**src/rtl/b64lw_pkg.sv**
```systemverilog
`timescale 1ns / 1ps
// ----------------------------------------------------------------------------
// b64lw_pkg
// Shared types, constants and the base64 symbol table for the line-wrapping
// base64 encoder.
// ----------------------------------------------------------------------------
package b64lw_pkg;

    localparam logic [7:0] WRAP_RESET        = 8'd72;
    localparam int         JOB_DEPTH_DEFAULT = 2;

    localparam logic [7:0] CHAR_PAD     = 8'h3D;   // '='
    localparam logic [7:0] CHAR_NEWLINE = 8'h0A;   // '\n'

    // One request from front to back: four characters, then an optional newline.
    typedef struct packed {
        logic [3:0][7:0] chars;
        logic            nl;
        logic            last;
    } t_job;

    // Standard alphabet: A-Z, a-z, 0-9, '+', '/'.
    function automatic logic [7:0] sym(input logic [5:0] v);
        logic [7:0] v8;
        v8 = {2'b00, v};
        if (v < 6'd26) begin
            return 8'd65 + v8;
        end else if (v < 6'd52) begin
            return 8'd71 + v8;              // 'a' - 26
        end else if (v < 6'd62) begin
            return v8 - 8'd4;               // '0' - 52
        end else if (v == 6'd62) begin
            return 8'h2B;                   // '+'
        end else begin
            return 8'h2F;                   // '/'
        end
    endfunction

endpackage

```
**src/rtl/b64lw_front.sv**
```systemverilog
`timescale 1ns / 1ps
// ----------------------------------------------------------------------------
// b64lw_front
// Byte intake: gathers groups of three, tracks line length and wrap, and
// hands finished groups to the job queue as character requests.
// ----------------------------------------------------------------------------
module b64lw_front (
    input  logic             i_clk,
    input  logic             i_rst_n,
    input  logic             i_push,
    output logic             o_full,
    input  logic [7:0]       i_data_byte,
    input  logic             i_final_byte,
    input  logic             i_cfg_we,
    input  logic [7:0]       i_cfg_wdata,
    input  logic             i_q_full,
    output logic             o_q_push,
    output b64lw_pkg::t_job  o_q_job
);

    logic [7:0]  r_wrap, n_wrap;
    logic [1:0]  r_phase, n_phase;
    logic [15:0] r_held, n_held;
    logic [7:0]  r_len, n_len;

    logic        accept;
    logic [1:0]  phase;
    logic [7:0]  b0, b1, b;
    logic [8:0]  len_sum;
    logic [7:0]  len_sat;
    logic        wrap_hit;

    assign o_full = i_q_full;
    assign accept = i_push && !i_q_full;
    assign phase  = (r_phase == 2'd3) ? 2'd0 : r_phase;
    assign b0     = r_held[15:8];
    assign b1     = r_held[7:0];
    assign b      = i_data_byte;

    assign len_sum  = {1'b0, r_len} + 9'd4;
    assign len_sat  = len_sum[8] ? 8'hFF : len_sum[7:0];
    assign wrap_hit = (len_sat >= r_wrap);

    always_comb begin
        n_wrap  = i_cfg_we ? i_cfg_wdata : r_wrap;
        n_phase = r_phase;
        n_held  = r_held;
        n_len   = r_len;
        o_q_push = 1'b0;
        o_q_job  = '0;
        if (accept) begin
            if (phase == 2'd2) begin
                o_q_push      = 1'b1;
                o_q_job.chars[0] = b64lw_pkg::sym(b0[7:2]);
                o_q_job.chars[1] = b64lw_pkg::sym({b0[1:0], b1[7:4]});
                o_q_job.chars[2] = b64lw_pkg::sym({b1[3:0], b[7:6]});
                o_q_job.chars[3] = b64lw_pkg::sym(b[5:0]);
                o_q_job.nl    = wrap_hit || i_final_byte;
                o_q_job.last  = i_final_byte;
                n_phase       = 2'd0;
                n_len         = (wrap_hit || i_final_byte) ? 8'd0 : len_sat;
            end else if (!i_final_byte) begin
                if (phase == 2'd0) begin
                    n_held = {b, 8'd0};
                end else begin
                    n_held = {b0, b};
                end
                n_phase = phase + 2'd1;
            end else begin
                // short final group, padded to four
                o_q_push = 1'b1;
                if (phase == 2'd0) begin
                    o_q_job.chars[0] = b64lw_pkg::sym(b[7:2]);
                    o_q_job.chars[1] = b64lw_pkg::sym({b[1:0], 4'd0});
                    o_q_job.chars[2] = b64lw_pkg::CHAR_PAD;
                end else begin
                    o_q_job.chars[0] = b64lw_pkg::sym(b0[7:2]);
                    o_q_job.chars[1] = b64lw_pkg::sym({b0[1:0], b[7:4]});
                    o_q_job.chars[2] = b64lw_pkg::sym({b[3:0], 2'd0});
                end
                o_q_job.chars[3] = b64lw_pkg::CHAR_PAD;
                o_q_job.nl    = 1'b1;
                o_q_job.last  = 1'b1;
                n_phase       = 2'd0;
                n_len         = 8'd0;
            end
        end
    end

    always_ff @(posedge i_clk) begin
        if (!i_rst_n) begin
            r_wrap  <= b64lw_pkg::WRAP_RESET;
            r_phase <= 2'd0;
            r_len   <= 8'd0;
        end else begin
            r_wrap  <= n_wrap;
            r_phase <= n_phase;
            r_len   <= n_len;
        end
    end

    always_ff @(posedge i_clk) begin
        r_held <= n_held;
    end

`ifndef SYNTHESIS
    a_phase_range: assert property (@(posedge i_clk) disable iff (!i_rst_n)
        r_phase != 2'd3)
        else $error("group phase reached unused code");
    a_final_resets_len: assert property (@(posedge i_clk) disable iff (!i_rst_n)
        (accept && i_final_byte) |=> (r_len == 8'd0 && r_phase == 2'd0))
        else $error("final byte did not clear line state");
`endif

endmodule

```
**src/rtl/b64lw_jobq.sv**
```systemverilog
`timescale 1ns / 1ps
// ----------------------------------------------------------------------------
// b64lw_jobq
// Small register queue of character requests between intake and output.
// ----------------------------------------------------------------------------
module b64lw_jobq #(
    parameter int DEPTH = b64lw_pkg::JOB_DEPTH_DEFAULT
) (
    input  logic             i_clk,
    input  logic             i_rst_n,
    input  logic             i_push,
    input  b64lw_pkg::t_job  i_job,
    output logic             o_full,
    input  logic             i_pop,
    output logic             o_valid,
    output b64lw_pkg::t_job  o_job
);

    localparam int PW = (DEPTH > 1) ? $clog2(DEPTH) : 1;
    localparam int CW = $clog2(DEPTH + 1);
    localparam logic [PW-1:0] LAST_PTR = PW'(DEPTH - 1);
    localparam logic [CW-1:0] FULL_CNT = CW'(DEPTH);

    b64lw_pkg::t_job r_mem [DEPTH];
    logic [PW-1:0]   r_wr_ptr, r_rd_ptr;
    logic [CW-1:0]   r_count;
    logic            do_push, do_pop;

    assign o_full  = (r_count == FULL_CNT);
    assign o_valid = (r_count != '0);
    assign o_job   = r_mem[r_rd_ptr];
    assign do_push = i_push && !o_full;
    assign do_pop  = i_pop && o_valid;

    always_ff @(posedge i_clk) begin
        if (!i_rst_n) begin
            r_wr_ptr <= '0;
            r_rd_ptr <= '0;
            r_count  <= '0;
        end else begin
            if (do_push) begin
                r_wr_ptr <= (r_wr_ptr == LAST_PTR) ? '0 : r_wr_ptr + 1'b1;
            end
            if (do_pop) begin
                r_rd_ptr <= (r_rd_ptr == LAST_PTR) ? '0 : r_rd_ptr + 1'b1;
            end
            if (do_push && !do_pop) begin
                r_count <= r_count + 1'b1;
            end else if (do_pop && !do_push) begin
                r_count <= r_count - 1'b1;
            end
        end
    end

    always_ff @(posedge i_clk) begin
        if (do_push) begin
            r_mem[r_wr_ptr] <= i_job;
        end
    end

`ifndef SYNTHESIS
    a_no_overflow: assert property (@(posedge i_clk) disable iff (!i_rst_n)
        i_push |-> !o_full)
        else $error("request pushed into full queue");
`endif

endmodule

```
**src/rtl/b64lw_back.sv**
```systemverilog
`timescale 1ns / 1ps
// ----------------------------------------------------------------------------
// b64lw_back
// Character output: walks one request a character per cycle, while the
// output register is empty or being popped, into a registered output stage.
// ----------------------------------------------------------------------------
module b64lw_back (
    input  logic             i_clk,
    input  logic             i_rst_n,
    input  logic             i_q_valid,
    input  b64lw_pkg::t_job  i_q_job,
    output logic             o_q_pop,
    output logic             o_empty,
    input  logic             i_pop,
    output logic [7:0]       o_out_char,
    output logic             o_last_char
);

    b64lw_pkg::t_job r_cur;
    logic            r_cur_valid;
    logic [2:0]      r_pos;
    logic            r_out_valid;
    logic [7:0]      r_out_char;
    logic            r_out_last;

    logic            out_take;
    logic            step;
    logic            at_end;
    logic [7:0]      cur_char;

    assign out_take = !r_out_valid || i_pop;
    assign step     = r_cur_valid && out_take;
    assign at_end   = r_cur.nl ? (r_pos == 3'd4) : (r_pos == 3'd3);
    assign cur_char = (r_pos == 3'd4) ? b64lw_pkg::CHAR_NEWLINE : r_cur.chars[r_pos[1:0]];
    assign o_q_pop  = i_q_valid && (!r_cur_valid || (step && at_end));

    assign o_empty     = !r_out_valid;
    assign o_out_char  = r_out_char;
    assign o_last_char = r_out_last;

    always_ff @(posedge i_clk) begin
        if (!i_rst_n) begin
            r_cur_valid <= 1'b0;
            r_pos       <= 3'd0;
            r_out_valid <= 1'b0;
        end else begin
            if (o_q_pop) begin
                r_cur_valid <= 1'b1;
                r_pos       <= 3'd0;
            end else if (step) begin
                if (at_end) begin
                    r_cur_valid <= 1'b0;
                end
                r_pos <= r_pos + 3'd1;
            end
            if (step) begin
                r_out_valid <= 1'b1;
            end else if (i_pop) begin
                r_out_valid <= 1'b0;
            end
        end
    end

    always_ff @(posedge i_clk) begin
        if (o_q_pop) begin
            r_cur <= i_q_job;
        end
        if (step) begin
            r_out_char <= cur_char;
            r_out_last <= r_cur.last && at_end;
        end
    end

`ifndef SYNTHESIS
    a_last_is_newline: assert property (@(posedge i_clk) disable iff (!i_rst_n)
        (r_out_valid && r_out_last) |-> (r_out_char == b64lw_pkg::CHAR_NEWLINE))
        else $error("last character is not a newline");
    a_pos_needs_nl: assert property (@(posedge i_clk) disable iff (!i_rst_n)
        (r_cur_valid && r_pos == 3'd4) |-> r_cur.nl)
        else $error("newline slot walked without newline request");
`endif

endmodule

```
**src/rtl/base64_encoder_line_wrap.sv**
```systemverilog
`timescale 1ns / 1ps
// Streaming base64 encoder (standard alphabet) with line wrapping. Bytes go in
// through a push/full queue port, one per cycle while full is low; characters
// come out through an empty/pop port, one per cycle while requests are queued
// and the consumer pops. Every third byte makes four characters plus a newline
// when the line reaches wrap_chars; the final byte closes the message, with
// '=' padding if its group is short, and a newline that carries o_last_char.
// The output side is the limit: one character leaves per cycle. Bytes that
// complete no group make no request and are taken whenever the request queue
// has room. A job queue of JOB_DEPTH requests lets intake run ahead of the
// output. Write wrap_chars only while the block is idle.
// ----------------------------------------------------------------------------
// base64_encoder_line_wrap
// Top level: byte intake, request queue and character output.
// ----------------------------------------------------------------------------
module base64_encoder_line_wrap #(
    parameter int JOB_DEPTH = b64lw_pkg::JOB_DEPTH_DEFAULT
) (
    input  logic       i_clk,
    input  logic       i_rst_n,
    // byte input
    input  logic       i_push,
    output logic       o_full,
    input  logic [7:0] i_data_byte,
    input  logic       i_final_byte,
    // wrap_chars register
    input  logic       i_cfg_we,
    input  logic [7:0] i_cfg_wdata,
    // character output
    output logic       o_empty,
    input  logic       i_pop,
    output logic [7:0] o_out_char,
    output logic       o_last_char
);

    // request path: front -> queue -> back
    logic            q_push;
    logic            q_full;
    b64lw_pkg::t_job q_in_job;
    logic            q_valid;
    logic            q_pop;
    b64lw_pkg::t_job q_out_job;

    // front classifies each byte: hold it, or issue a four/five char request
    b64lw_front u_front (
        .i_clk        (i_clk),
        .i_rst_n      (i_rst_n),
        .i_push       (i_push),
        .o_full       (o_full),
        .i_data_byte  (i_data_byte),
        .i_final_byte (i_final_byte),
        .i_cfg_we     (i_cfg_we),
        .i_cfg_wdata  (i_cfg_wdata),
        .i_q_full     (q_full),
        .o_q_push     (q_push),
        .o_q_job      (q_in_job)
    );

    b64lw_jobq #(
        .DEPTH (JOB_DEPTH)
    ) u_jobq (
        .i_clk   (i_clk),
        .i_rst_n (i_rst_n),
        .i_push  (q_push),
        .i_job   (q_in_job),
        .o_full  (q_full),
        .i_pop   (q_pop),
        .o_valid (q_valid),
        .o_job   (q_out_job)
    );

    // back drains requests into the output register, a char per cycle if free
    b64lw_back u_back (
        .i_clk       (i_clk),
        .i_rst_n     (i_rst_n),
        .i_q_valid   (q_valid),
        .i_q_job     (q_out_job),
        .o_q_pop     (q_pop),
        .o_empty     (o_empty),
        .i_pop       (i_pop),
        .o_out_char  (o_out_char),
        .o_last_char (o_last_char)
    );

endmodule
```
**config.mk**
```make
export PLATFORM = sky130hd
export DESIGN_NAME = base64_encoder_line_wrap
export DESIGN_NICKNAME = d
export VERILOG_FILES = /design/src/rtl/b64lw_pkg.sv /design/src/rtl/b64lw_front.sv /design/src/rtl/b64lw_jobq.sv /design/src/rtl/b64lw_back.sv /design/src/rtl/base64_encoder_line_wrap.sv
export SDC_FILE = /design/constraint.sdc
export NUM_CORES = 1
export LEC_CHECK = 0
export ABC_AREA = 1
export BUFFER_PORTS_ARGS = -buffer_cell sky130_fd_sc_hd__buf_2
export CAP_MARGIN = 20
export CORE_MARGIN = 10
export CORE_UTILIZATION = 35
export DETAILED_ROUTE_END_ITERATION = 7
export HOLD_SLACK_MARGIN = 0.05
export SKIP_CTS_REPAIR_TIMING = 1
export SLEW_MARGIN = 15
export SYNTH_ARGS = -nofsm -noshare
export SYNTH_HDL_FRONTEND = slang
export SYNTH_SLANG_ARGS = --single-unit
```
**constraint.sdc**
```tcl
create_clock -name i_clk -period 4.78 [get_ports i_clk]
set_clock_uncertainty 0.05 [all_clocks]
set_input_delay 0.956 -clock i_clk [delete_from_list [all_inputs] [get_ports i_clk]]
set_output_delay 0.956 -clock i_clk [all_outputs]
set_load 0.005 [all_outputs]
```
==> impl_metrics.csv <==
group,metric,value,unit
sta,max_freq,338,MHz
clock_network,cts_htree_levels,4,
min_path,whs_path_depth,2,
global_routing,met1_usage,19.2,%
pwr,vdd_drop_max,0.296,mV
pwr,swShare,32.0,%
critical_path,crit_path_top_delay_cell,"dfxtp_1",
clock_network,cts_sinks,154,
clock_network,clock_path_buffers,2,
pwr,power_switching,1.41,mW
synth,avgSynthCellArea,8.45,um2
sta,final_hold_viol_count,0,
finish,final_nets,1145,
die,ios,33,
pwr,p_comb_share,24.4,%
critical_path,startpoint_type,"flip-flop",
route,drt.antenna.violating_nets,0,
critical_path,crit_type,"reg2reg",
route,drc,0,
synth,yosysTopAreaCellShare,43.1,%
finish,fin_cells,1419,
synth,synthMuxAreaShare,0,%
sta,maxSlewHeadroom,29.6,%
die,coreArea,0.0250,mm2
die,die_h,179,um
global_routing,grt_first_pass_wirelength,34.9,mm
global_routing,use_met3,2.23,%
route,wl,21.8,mm
min_path,worst_hold_path_type,"reg2reg",
sta,tightestPinTransition,1.05,ns
min_path,worstHoldStart,"u_front.r_wrap[1]",
synth,synth-adder-area-share,6.64,%
synth,synth-compound-area-share,10.6,%
finish,multiInputGateArea,0.00389,mm2
outcome,status,"finished, final reports clean",
placed_design,io_buffer_count,32,
critical_path,critPathCaptureType,"flip-flop",
route,dr.pass1.iters,6,
critical_path,critPathMaxFanout,19,
route,vias_per_cell,4.95,
finish,regArea,0.00435,mm2
sta,setup_viol,0,
synth,synth_area_leaders,"edfxtp_1, nand2_1, ha_1",
pwr,p_per_area,443,mW/mm2
global_routing,antenna_found_initial,0,
synth,synth_nets,1117,
pwr,leakagePower,4.24,nW
sta,min_period_over_period,61.9,%
route,drtIter0Drc,743,
global_routing,grt_util_all_layers,13.8,%
die,die_area,0.0321,mm2
synth,synth_xor_area_share,2.37,%
clock_network,root_buffer,"clkbuf_16",
pwr,finalPower,4.40,mW
critical_path,r2r_slack,1.82,ns
route,num_vias,7029,
pwr,p_int,2.99,mW
placed_design,dp_hpwl,15.8,mm
finish,n_antenna_cell,0,
clock_network,cts_made_buffers,17,
global_routing,busiest_layer,"met2",
sta,final.setup.tns,0,ns
die,floorplan.initialDensity,35.4,%
critical_path,r2r_end,"u_jobq.r_count[1]",
die,rows,58,
synth,synth_cell_type_count,44,
route,post_drt_wl_per_cell,15.3,um
synth,synth_top_family_by_area,"simple AND/OR/NAND/NOR gates",
synth,synth-seq-area-share,49.2,%
sta,period_minus_slack,2.96,ns
pwr,pwr-share-clk,31.0,%
finish,area_delta_synth_final,12.3,%
critical_path,reg2reg_depth,12,
global_routing,grtUsageMet2,21.1,%
finish,nFillCells,2493,
critical_path,critical_path.cell_chain,"inv_1 -> ha_1 -> nand2_1 -> nand2_1 -> o21ai_0 -> o21ai_1 -> o21ai_2 -> ha_1 -> a21oi_1 -> o21ai_0 -> o21ai_0 -> a21oi_1",
clock_network,tritoncts,"done",
critical_path,cpPeakStageDelay,0.72,ns
placed_design,globalplace.congestion,0.933,
synth,synth.largest_area_cell,"edfxtp_1",
global_routing,grt_pass1_vias,6644,
pwr,pwr-share-seq,44.6,%
finish,layout_commonest_cell,"nand2_1",
finish,final_layout_size_suffix_gt1_share,9.64,%
finish,final_cell_mix,"nand2_1, edfxtp_1, nor2_1, inv_1, a21oi_1",
critical_path,cp.arrival,3.22,ns
clock_network,clock_latency,0.43,ns
clock_network,clk_pin_slew_worst_paths,0.06,ns
global_routing,overflow,0,
sta,slew_viol_final,0,
critical_path,crit_required,5.04,ns
synth,synthSimpleGateAreaFrac,24.3,%
synth,yosysWarnings,0,
sta,rsz0062_at_grt,"false",
placed_design,placedCellCount,1386,
synth,ys_ff_latch,154,
die,die_x,179,um
synth,netlist_instances,1048,
synth,synth_area,0.00885,mm2
job,max-cap-violations,0,
min_path,min_to,"u_front.r_wrap[1]",
critical_path,timing.rr.start,"u_back.r_pos[0]",
critical_path,cp_common_cell,"o21ai_0",
global_routing,grt_max_degree,37,
worst max path at each step:
stage	endpoint	depth (start not counted)	startpoint
2_1_floorplan	u_jobq.r_mem[1][0]	5	i_push
3_3_place_gp	u_jobq.r_count[1]	12	u_back.r_pos[0]
3_5_place_dp	u_jobq.r_mem[0][22]	11	i_data_byte[6]
4_1_cts	u_jobq.r_count[1]	12	u_back.r_pos[0]
5_1_grt	u_jobq.r_count[1]	12	u_back.r_pos[0]
6_report	u_jobq.r_count[1]	12	u_back.r_pos[0]
state kept, by name, summed over array words and instances (netlist names):
signal / flops
u_front.r_phase: 2
u_front.r_wrap: 8
u_jobq.r_rd_ptr: 1
u_back.o_out_char: 8
u_back.r_out_valid: 1
u_front.r_len: 8
u_jobq.r_wr_ptr: 1
u_back.r_cur_valid: 1
u_back.r_cur: 34
u_jobq.r_mem: 68
u_jobq.r_count: 2
u_back.r_pos: 3
u_front.r_held: 16
u_back.o_last_char: 1
per-stage QoR:
step	utilization, %	hold WS, ns	worst slack (ns)	area (um2)
after floorplan	-	0.385	1.50	8850
after global placement	37.2	0.411	1.80	9320
after detailed placement	37.2	0.420	1.80	9320
after CTS	39.6	0.429	1.79	9910
after global routing	39.7	0.451	1.35	9940
final	39.7	0.424	1.82	9940
cell type report:
| type | instances | area share, % |
|---|---|---|
| Sequential cell | 154 | 43.8 |
| Multi-Input combinational cell | 745 | 39.1 |
| Inverter | 118 | 4.51 |
| Clock buffer | 18 | 4.32 |
| Tap cell | 330 | 4.15 |
| Timing Repair Buffer | 40 | 2.42 |
| Clock inverter | 14 | 1.69 |
logic make-up after synthesis:
group | after synthesis
compound gates | 164
buf+inv | 149
xor+xnor | 24
flops | 154
simple gates | 510
fa+ha+maj | 47
cells in the mapped netlist, drive strengths merged:
cell,count
inv,115
edfxtp,127
o31ai,5
dfxtp,27
ha,47
o211ai,13
buf,19
o21ai,65
or2,7
nand4,16
xnor2,8
nand2,298
clkbuf,12
clkinv,3
o22ai,3
o21a,2
a21oi,62
nand3,60
nor3,6
nand3b,1
xor2,16
o2111ai,2
a211oi,2
a211o,2
o41ai,1
a31oi,3
o211a,1
a32o,1
nor2,122
a21o,2
power groups by stage:
stage	registers, mW	clock network (mW)	logic (mW)
after global routing	1.99	1.46	1.23
after global placement	1.99	0	1.05
after floorplan	1.94	0	0.756
after detailed placement	2.00	0	1.06
after CTS	1.97	1.39	1.06
final	1.96	1.37	1.07
critical path: cells and delay by family, from the launching register on:
kind	cells	cell delay, ns
AO/OA/AOI/OAI	7	0.82
buffers and inverters	1	0.41
adder cells (fa/ha/maj)	2	0.61
AND/OR/NAND/NOR	2	0.22
flip-flops	1	0.72
layer usage:
| layer | part of all wire, % | wire length (um) |
|---|---|---|
| met5 | 0 | 0 |
| met4 | 2.2 | 485 |
| met3 | 5.3 | 1150 |
| met2 | 44 | 9650 |
| met1 | 48 | 10500 |
Note: power is estimated with default switching activity, not from simulation.
